==> config.mk <==
export PLATFORM = sky130hd
export DESIGN_NAME = lfsc_mul
export DESIGN_NICKNAME = d
export VERILOG_FILES = /design/src/rtl/lfsc_pkg.sv /design/src/rtl/lfsc_mul.sv
export SDC_FILE = /design/constraint.sdc
export NUM_CORES = 2
export LEC_CHECK = 0
export ABC_CLOCK_PERIOD_IN_PS = 24700
export BUFFER_PORTS_ARGS = -buffer_cell sky130_fd_sc_hd__buf_2
export CAP_MARGIN = 20
export CORE_ASPECT_RATIO = 2
export CORE_UTILIZATION = 60
export CTS_CLUSTER_DIAMETER = 80
export DETAILED_ROUTE_END_ITERATION = 10
export GPL_ROUTABILITY_DRIVEN = 0
export PLACE_DENSITY = 0.75
export SLEW_MARGIN = 10
export SYNTH_ARGS = -nofsm -noshare
export SYNTH_HDL_FRONTEND = slang
export SYNTH_SLANG_ARGS = --single-unit
==> constraint.sdc <==
create_clock -name clk -period 24.7 [get_ports clk]
set_input_delay 3.705 -clock clk [delete_from_list [all_inputs] [get_ports clk]]
set_output_delay 3.705 -clock clk [all_outputs]
set_load 0.02 [all_outputs]
==> src/rtl/lfsc_pkg.sv <==
// ----------------------------------------------------------------------------
// lfsc_pkg
// Shared widths and codes of the log-frequency spectrum column core.
// ----------------------------------------------------------------------------
package lfsc_pkg;

  localparam int MUL_W  = 34;
  localparam int PROD_W = 2 * MUL_W;
  localparam int SUM_W  = 64;
  localparam int TERM_W = 12;
  localparam int DIV_CNT_W = $clog2(SUM_W);

  localparam logic [7:0] CFG_ROW_RATIO = 8'd0;
  localparam logic [7:0] CFG_BIN_SCALE = 8'd1;

  localparam logic CMD_LOAD = 1'b0;
  localparam logic CMD_EMIT = 1'b1;

  localparam logic [30:0] ROW_RATIO_RESET = 31'd1085434120;
  localparam logic [31:0] BIN_SCALE_RESET = 32'd8421504;
  localparam logic [31:0] X_ONE           = 32'h0010_0000;

endpackage

==> src/rtl/lfsc_mul.sv <==
// ----------------------------------------------------------------------------
// lfsc_mul
// Shared signed multiplier with registered product.
// ----------------------------------------------------------------------------
module lfsc_mul (
  input  logic                              clk,
  input  logic signed [lfsc_pkg::MUL_W-1:0]  a,
  input  logic signed [lfsc_pkg::MUL_W-1:0]  b,
  output logic signed [lfsc_pkg::PROD_W-1:0] prod
);

  always_ff @(posedge clk) begin
    prod <= a * b;
  end

endmodule

# Word-level counts from Yosys, hierarchy flattened

Cells that the tools add are included.

Multiply operators: 1

Operators with widths:

| kind             | number |
|---|---|
| $mul A34 B34 Y68 | 1 |

Register bits: 68
Input bits: 69
Logic and storage cells: 2

# Depth between registers and ports, before layout

Depth after elaboration: 1
Gate-level depth with buffers: 31
Gate-level depth less buffers: 29

# Worst setup path after synthesis

No wires, ideal clock.

Kind: input port to flip-flop
Start: input port a[33] (netlist name)
End: register prod[65] (netlist name)
Data arrival time: 11123 ps
Required time: 24628 ps
Path slack: 13505 ps
Stages: 24
Path buffers: 2
Cells stage by stage: clkbuf_1 nand2_1 inv_1 fa_1 fa_1 fa_1 fa_1 inv_1 fa_1 fa_1 fa_1 fa_1 inv_1 ha_1 clkdlybuf4s50_2 nand3_1 or2_2 nor2_1 a221oi_1 o21ai_0 a31oi_2 nor2_2 o41ai_2 xnor2_1

Cells in the longest elaborated chain, start to end: 1

Ends and longest elaborated chain:

| what                 | line           | RTL |
|---|---|---|
| start, declared      | lfsc_mul.sv:7  | `input logic signed [lfsc_pkg::MUL_W-1:0] a,` |
| $mul A34 B34 Y68     | lfsc_mul.sv:13 | `prod <= a * b;` |
| end signal, assigned | lfsc_mul.sv:13 |  |
| end, declared        | lfsc_mul.sv:9  | `output logic signed [lfsc_pkg::PROD_W-1:0] prod` |

No other way between the ends.

# Worst setup path in the final report

Start: input port b[10] (netlist name)
End: register prod[67] (netlist name)

Cells in the longest elaborated chain, start to end: 1

Ends and longest elaborated chain:

| what             | line           | RTL |
|---|---|---|
| start, declared  | lfsc_mul.sv:8  | `input logic signed [lfsc_pkg::MUL_W-1:0] b,` |
| $mul A34 B34 Y68 | lfsc_mul.sv:13 |  |

No other way between the ends.

==> results.cfg <==
[logic_synthesis]
yosysSeqAreaShare_pct = 3.16
synth_cell_types = 69
post_synth.cell_area_avg_um2 = 9.45
ys.warnings.count = 0
synth_ff_type = dfxtp_1
synth_edf_count = 0
synthesis.nets = 6068
ys_ff_latch = 68
synthesis.area_um2 = 43000
synthCells = 4554
async_flop_share_pct = 0

[detailed_routing]
ant_nets = 0
wl_um = 126000
num_vias = 31299
dr.pass1.iters = 6
routed_via_density = 5.78
drt-initial-drc-count = 2071
wl_per_cell_um = 23.3
drc = 0

[timing]
period_share_pct = 47.3
slew_headroom_pct = 26.0
finalHoldViolCount = 0
timing_worst_slew_pin_value_ns = 1.11
slew_violations = 0
min_period_ns = 11.69
tns_ns = 0
setup_viol = 0
rsz0062_at_grt = false
max_freq_ghz = 0.0856

[final_layout]
largestRegisters = prod x68
final_common_cell = fa_1
multiInputGateArea_um2 = 36100
final_cell_mix = fa_1 (1,241), inv_1 (1,231), and2_1 (621)
nFillCells = 6061
area_growth_pct = 3.29
top_register = prod
drive_above_1_share_pct = 4.60
largest_reg_flops = 68
fin_nets = 6010
regArea_um2 = 1360

[global_route]
grt.total_usage_pct = 37.6
grt.overflow.total = 0
grt_max_degree = 35
grt_pass1_vias = 36099
grt_pass1_wl_um = 199000
antenna_found_initial = 10

[floorplanning]
core-area_um2 = 70800
num_rows = 138
die_w_um = 191
die-height_um = 381
io_pins = 137
start_util_pct = 60.8
die_area_um2 = 72900

[min_path]
hold_end = prod[0]
hold_path.class = in -> reg
whs_path_depth = 2
hold_start = b[0]

[place]
hpwl_um = 97200
portBuffers = 136

[clock_tree]
cts_buffers = 9
cts_hold_buf = 0
cts_tree = yes
htree_levels = 3
cts_resized = 0
postCtsSetupBuffers = 0
cts_sinks = 68
clock_path_buffers = 2
path_clk_slew_ns = 0.07
clockRootBuffer = clkbuf_16

[worst_setup_path]
cp-start-kind = input pin
worstSetupPathType = in -> reg
crit_start = b[10]
cp.required_ns = 25.04
cp-end-kind = flop
worstPathMaxFanout = 35
crit_arrival_ns = 12.03

[status]
status = finished, final reports clean

[flow_run]
cap_violations = 0
## cells in the mapped netlist (11+ instances only)
cell | instances | share of area (%)
a21o_1 | 37 | 0.65
a21oi_1 | 61 | 0.71
and2_1 | 621 | 9.0
clkbuf_1 | 214 | 1.9
dfxtp_1 | 68 | 3.2
fa_1 | 1241 | 58
ha_1 | 204 | 5.9
inv_1 | 1231 | 11
nand2_1 | 542 | 4.7
nand2b_1 | 20 | 0.29
nand3_1 | 11 | 0.13
nand4_1 | 11 | 0.16
nor2_1 | 54 | 0.47
o21ai_0 | 31 | 0.36
o21bai_1 | 12 | 0.21
xnor2_1 | 56 | 1.1
xor2_1 | 23 | 0.47
## critical path: stages
cell      delay (ns)
buf_2           0.80
nand2_1         0.31
fa_1            0.70
fa_1            0.53
buf_4           0.22
inv_1           0.08
fa_1            0.89
inv_1           0.15
fa_1            0.51
fa_1            0.58
fa_1            0.45
fa_1            0.48
fa_1            0.50
inv_1           0.04
ha_1            0.39
nand3_1         0.14
or2_2           0.13
nor2_1          0.06
a221oi_1        0.27
o21ai_0         0.17
a31oi_2         0.37
o21ai_0         0.17
a21oi_1         0.20
xnor2_1         0.13
## routing by layer
metal	share of wire [%]	GRT usage, %	vias to the layer above
met5	0.025	0	-
met4	11	33.9	4
met3	8.2	9.26	766
met2	52	64.5	1685
met1	29	36.9	16174
li1	-	-	12670
## layout make-up
type                       instances  area share (%)
antenna                            7          0.0394
clock buffer                       9           0.507
clock inverter                     7           0.189
inverter                        1232            10.4
multi-input combinational       3026            81.3
sequential                        68            3.06
tap                              910            2.56
timing repair buffer             159            1.92
## kinds of logic after synthesis
logic type               synth area share [%]
buffers and inverters                    12.8
AO/OA/AOI/OAI                            3.35
AND/OR/NAND/NOR                          15.4
XOR/XNOR                                 1.61
adder cells (fa/ha/maj)                  63.7
flip-flops                               3.16
## worst max path at each step
stage | slack, ns | endpoint
3_5_place_dp | 12.70 | prod[67]
5_1_grt | 12.68 | prod[65]
3_3_place_gp | 12.83 | prod[66]
2_1_floorplan | 13.50 | prod[65]
4_1_cts | 13.08 | prod[67]
6_report | 13.01 | prod[67]
## through the flow
stage	hold WS [ns]	utilization, %	area (µm²)	std cells	worst slack (ns)
floorplan	3.83	-	43000	4554	13.50
global placement	4.12	62.3	44100	5395	12.83
detailed placement	4.12	62.3	44100	5395	12.70
CTS	3.91	62.8	44400	5411	13.08
global route	3.95	62.8	44400	5411	12.68
finish	3.92	62.8	44400	5418	13.01
Power is left out: the tool's default activity adds up to more than one toggle a clock period on the data nets, which glitch-free logic cannot reach.
