### config.mk
export PLATFORM = sky130hd
export DESIGN_NAME = lfsc_div
export DESIGN_NICKNAME = d
export VERILOG_FILES = /design/src/rtl/lfsc_pkg.sv /design/src/rtl/lfsc_div.sv
export SDC_FILE = /design/constraint.sdc
export NUM_CORES = 1
export LEC_CHECK = 0
export CORE_MARGIN = 5
export CORE_UTILIZATION = 60
export CTS_BUF_LIST = sky130_fd_sc_hd__clkbuf_8
export CTS_CLUSTER_DIAMETER = 60
export DETAILED_ROUTE_END_ITERATION = 8
export DONT_BUFFER_PORTS = 1
export PLACE_DENSITY = 0.81
export SYNTH_ARGS = -nofsm -noshare
export SYNTH_HDL_FRONTEND = slang
export SYNTH_SLANG_ARGS = --single-unit
### constraint.sdc
create_clock -name clk -period 7.2 [get_ports clk]
set_clock_uncertainty 0.15 [all_clocks]
set_input_delay 1.08 -clock clk [delete_from_list [all_inputs] [get_ports clk]]
set_output_delay 1.08 -clock clk [all_outputs]
set_load 0.1 [all_outputs]
### src/rtl/lfsc_pkg.sv
// ----------------------------------------------------------------------------
// lfsc_pkg
// Shared widths and codes of the log-frequency spectrum column core.
// ----------------------------------------------------------------------------
package lfsc_pkg;

  localparam int MUL_W  = 34;
  localparam int PROD_W = 2 * MUL_W;
  localparam int SUM_W  = 64;
  localparam int TERM_W = 12;
  localparam int DIV_CNT_W = $clog2(SUM_W);

  localparam logic [7:0] CFG_ROW_RATIO = 8'd0;
  localparam logic [7:0] CFG_BIN_SCALE = 8'd1;

  localparam logic CMD_LOAD = 1'b0;
  localparam logic CMD_EMIT = 1'b1;

  localparam logic [30:0] ROW_RATIO_RESET = 31'd1085434120;
  localparam logic [31:0] BIN_SCALE_RESET = 32'd8421504;
  localparam logic [31:0] X_ONE           = 32'h0010_0000;

endpackage

### src/rtl/lfsc_div.sv
// ----------------------------------------------------------------------------
// lfsc_div
// Restoring divider, one quotient bit per cycle.
// ----------------------------------------------------------------------------
module lfsc_div (
  input  logic                             clk,
  input  logic                             rst,
  input  logic                             start,
  input  logic [lfsc_pkg::SUM_W-1:0]       dividend,
  input  logic [lfsc_pkg::TERM_W-1:0]      divisor,
  output logic                             done,
  output logic [lfsc_pkg::SUM_W-1:0]       quot
);

  logic                            busy;
  logic [lfsc_pkg::DIV_CNT_W-1:0]  cnt;
  logic [lfsc_pkg::TERM_W:0]       rem;
  logic [lfsc_pkg::TERM_W-1:0]     dsor;
  logic [lfsc_pkg::TERM_W+1:0]     rem_sh;
  logic [lfsc_pkg::TERM_W+1:0]     rem_sub;

  assign rem_sh  = {rem, quot[lfsc_pkg::SUM_W-1]};
  assign rem_sub = rem_sh - {2'b0, dsor};

  always_ff @(posedge clk) begin
    if (rst) begin
      busy <= 1'b0;
      done <= 1'b0;
      cnt  <= '0;
    end else begin
      done <= 1'b0;
      if (start) begin
        busy <= 1'b1;
        cnt  <= '0;
        rem  <= '0;
        quot <= dividend;
        dsor <= divisor;
      end else if (busy) begin
        if (!rem_sub[lfsc_pkg::TERM_W+1]) begin
          rem  <= rem_sub[lfsc_pkg::TERM_W:0];
          quot <= {quot[lfsc_pkg::SUM_W-2:0], 1'b1};
        end else begin
          rem  <= rem_sh[lfsc_pkg::TERM_W:0];
          quot <= {quot[lfsc_pkg::SUM_W-2:0], 1'b0};
        end
        cnt <= cnt + 1'b1;
        if (cnt == lfsc_pkg::DIV_CNT_W'(lfsc_pkg::SUM_W - 1)) begin
          busy <= 1'b0;
          done <= 1'b1;
        end
      end
    end
  end

endmodule
* Word level (Yosys, flattened, before mapping) *
Cells that the tools add are included.
Widths: inputs -> output; s select.

storage, ports and cells
  output and inout port bits = 65
  logic and storage cells = 25
  flip-flop bits (word level) = 97
  input port bits = 79

cells by class
  reductions and logical operators = 5
  equal/unequal tests = 1
  mux-type cells = 9
  bitwise gates (word level) = 2
  $add $sub $neg = 2

operator list
  operator             count
  $mux 64              2
  $mux 13              2
  $sub 14x12->14       1
  $add 6x1->6 const B  1
  $eq 6x6->1 const B   1
  $mux 1               5
  $reduce_and 2->1     2
  $reduce_or 3->1      1
  $not 1->1            2
  $reduce_bool 2->1    1
  $reduce_or 2->1      1

* Logic depth before layout (Yosys ltp) *
  word-level depth = 4
  mapped depth = 10
  mapped depth without buffers = 9

* Worst setup path after synthesis *
OpenSTA, ideal clock, no wires.

  path type = input to register
  start = input port start
  end = register quot[0] (netlist name), enable pin
  path buffers = 2
  stages = 4
  slack = 1.553 ns
  data required time = 6.536 ns
  library setup time = 0.514 ns
  arrival time = 4.983 ns
  path through = clkbuf_1 > clkbuf_1 > nor2_1 > nor2_1

on the way
  longest elaborated chain between the ends = 2

RTL lines
  what                                RTL line        source
  start, declared                     lfsc_div.sv:8   input logic start,
  $reduce_bool 2->1 (no source line)  n/a
  $reduce_and 2->1 (no source line)   n/a
  end signal, assigned                lfsc_div.sv:36  quot <= dividend;
  end signal, assigned                lfsc_div.sv:41  quot <= {quot[lfsc_pkg::SUM_W-2:0], 1'b1};
  end signal, assigned                lfsc_div.sv:44  quot <= {quot[lfsc_pkg::SUM_W-2:0], 1'b0};
  end, declared                       lfsc_div.sv:12  output logic [lfsc_pkg::SUM_W-1:0] quot

Every way passes these cells.
A chain may end at the register's enable or synchronous reset.

* Worst setup path after layout *
  start = register quot[63] (netlist name)
  end = register rem[12] (netlist name) (data pin)

on the way
  longest elaborated chain between the ends = 3

RTL lines
  what                  RTL line        source
  $sub 14x12->14        lfsc_div.sv:23  assign rem_sub = rem_sh - {2'b0, dsor};
  $mux 13               lfsc_div.sv:39  if (!rem_sub[lfsc_pkg::TERM_W+1]) begin
  $mux 13               lfsc_div.sv:38  end else if (busy) begin
  end signal, assigned  lfsc_div.sv:40  rem <= rem_sub[lfsc_pkg::TERM_W:0];
  end signal, assigned  lfsc_div.sv:43  rem <= rem_sh[lfsc_pkg::TERM_W:0];
  end, declared         lfsc_div.sv:17  logic [lfsc_pkg::TERM_W:0] rem;

Every way passes these cells. The select of a mux whose other input is x is not followed.

==> impl_metrics.yaml <==
clocking:
  ctsResizeCount: 0
  cts.clk_slew.worst_paths_ns: 0.10
  numClockSinks: 97
  cts_buffer_depth: 2
  cts_root_buf: "clkbuf_8"
  postCtsHoldBufs: 0
  postCtsSetupBuffers: 0
  tritoncts: "built"
  clk_latency_ns: 0.35
  htree_num_levels: 3
  cts_made_buffers: 9
placed_design:
  gp_congestion: 0.9051
  dpl.cell_count: 433
  post-dp-hpwl_mm: 6.507
  io_buffer_count: 0
  place_ws_ns: 3.784
floorplanning:
  ios: 144
  initial_core_util_pct: 61.06
  core_sq_um: 7647
  die_w_um: 98.22
  die_area_sq_um: 9647
  die_h_um: 98.22
  placement_rows: 32
route:
  routed_wl_mm: 9.201
  vias: 2738
  wl_per_cell_um: 20.49
  drcViolationCount: 0
  dr.pass1.iters: 5
  vias_per_cell: 6.098
  drt_iter0_drc: 128
  ant_nets: 0
power_and_ir_drop:
  powerDensity_nw_per_um2: 275.7
  p_sw_share_pct: 34.96
  ir_drop_mv: 0.1672
  p_total_mw: 1.363
  intPower_uw: 886.5
  p_seq_share_pct: 62.7
  p_leak_nw: 1.727
  p_clk_share_pct: 24.5
  p_switching_uw: 476.6
  pwr-share-comb_pct: 12.9
critical_path:
  worstSetupPathType: "register to register"
  critical_path_required_ns: 7.14
  critPathCaptureType: "register"
  arrival_ns: 3.42
  path_max_fanout: 4
  worstSetupStartpointType: "register"
sta:
  tightestPinTransition_ns: 0.9721
  finalHoldViolations: 0
  drv_slew: 0
  fin_ws_ns: 3.725
  period_needed_ns: 3.475
  finalSetupViolCount: 0
  rsz0062_at_grt: "no"
  max_freq_ghz: 0.2878
  layout_worst_path_cycle_share_pct: 48.27
  setup_tns_ns: 0
  slew_headroom_pct: 35.19
global_routing:
  antenna_found_initial: 1
  busiest_layer: "met2"
  use_met2_pct: 30.89
  grt_pass1_wl_mm: 14.64
  grt_max_degree: 83
  grt_overflow: 0
  use_met1_pct: 23.42
  grt_pass1_vias: 2896
  use_met3_pct: 7.571
  grt_use_total_pct: 19.01
layout:
  area_growth_pct: 5.895
  fin_util_pct: 64.66
  fin_cells: 449
  final_common_cell: "edfxtp_1"
  drive_gt1_share_pct: 24.21
  regArea_sq_um: 2833
  mostFrequentLayoutCells: "edfxtp_1 (89), mux2_2 (64), a21oi_1 (24)"
  n_antenna_cell: 0
  fillCellCount: 590
  nets: 435
  multiInputGateArea_sq_um: 1723
yosys:
  async_reset_ff_share_pct: 0
  synth_top_area_cell: "edfxtp_1"
  seq_area_frac_synth_pct: 60.66
  ys_warn_count: 0
  synth-edff-count: 89
  syn-num-nets: 438
  synth_cell_type_count: 42
  synth_top_area_share_pct: 57.23
  synth_area_leaders: "edfxtp_1 (57%), mux2_2 (15%), ha_1 (3.5%), dfxtp_1 (3.4%), a21oi_1 (2.6%)"
  syn_area_sq_um: 4669
  synth-main-ff-cell: "edfxtp_1"
  synth-seq-cells: 97
  avgSynthCellArea_sq_um: 13.53
  synth_cells: 345
flow_run:
  maxCapViolCount: 0
outcome:
  run_status: "completed"
worst_hold_path:
  min_path_type: "register to register"
-- per-layer routing --
layer,vias to the layer above,routed length (um)
li1,1297,-
met1,1316,3656
met2,113,4563
met3,10,892
met4,2,76
met5,-,13
-- Yosys cell counts (2+ instances only) --
master	instances
edfxtp_1	89
mux2_2	64
a21oi_1	24
nor2_1	17
inv_1	16
o21ai_0	15
ha_1	13
nand2_1	11
clkbuf_1	10
dfxtp_1	8
nand3_1	8
nand4_1	7
buf_1	5
nand2b_1	5
xor2_1	5
o211ai_1	4
or3_1	4
xnor2_1	4
a211oi_1	3
a21o_1	3
a311oi_1	3
nor2b_1	3
a211o_1	2
and3_1	2
nor3_1	2
o21a_1	2
-- per-stage QoR --
step	hold WS, ns	area [sq um]
finish	0.3524	4945
global route	0.3895	4945
CTS	0.3511	4945
detailed placement	0.3376	4758
global placement	0.3201	4758
floorplan	0.3085	4669
-- logic make-up (layout without fill, tap and decap cells) --
kind of cell | after synthesis | after routing | share of synthesized area [%]
compound gates | 62 | 62 | 8.146
xor+xnor | 9 | 9 | 1.688
fa+ha+maj | 14 | 14 | 3.912
buf+inv | 32 | 34 | 2.599
flops | 97 | 97 | 60.66
mux | 66 | 66 | 15.89
simple gates | 65 | 65 | 7.101
-- worst max-delay path, cell delays in order (launching register included) --
cell	delay [ns]
edfxtp_1	0.99
inv_1	0.10
ha_1	0.26
fa_1	0.38
nand2b_1	0.20
a21oi_1	0.32
o21ai_0	0.18
o21ai_0	0.19
a2111oi_1	0.11
mux2_1	0.34
-- power groups by stage --
stage / combinational, mW / sequential, mW / clock (mW)
floorplan: 0.151 / 0.860 / 0
global placement: 0.168 / 0.867 / 0
detailed placement: 0.175 / 0.868 / 0
CTS: 0.175 / 0.855 / 0.342
global route: 0.195 / 0.859 / 0.368
finish: 0.176 / 0.854 / 0.333
-- final cells by class --
| type | instances | area share [%] |
|---|---|---|
| sequential | 97 | 57.29 |
| multi-input combinational | 216 | 34.84 |
| clock buffer | 10 | 2.783 |
| tap | 102 | 2.581 |
| inverter | 16 | 1.215 |
| clock inverter | 6 | 0.9868 |
| timing repair buffer | 2 | 0.3036 |
-- final timing paths --
| path | startpoint | end | slack [ns] | cells after the start |
|---|---|---|---|---|
| setup / recovery | quot[63] | rem[12] | 3.72 | 9 |
| hold / removal | cnt[5] | cnt[5] | 0.35 | 2 |
| setup reg to reg | quot[63] | rem[12] | 3.72 | 9 |
| hold reg to reg | cnt[5] | cnt[5] | 0.35 | 2 |
-- registers in the layout (all words and copies together), names as in the netlist --
signal  count
rem        13
cnt         6
quot       64
dsor       12
done        1
busy        1
Power figures use the tool's default switching activity.
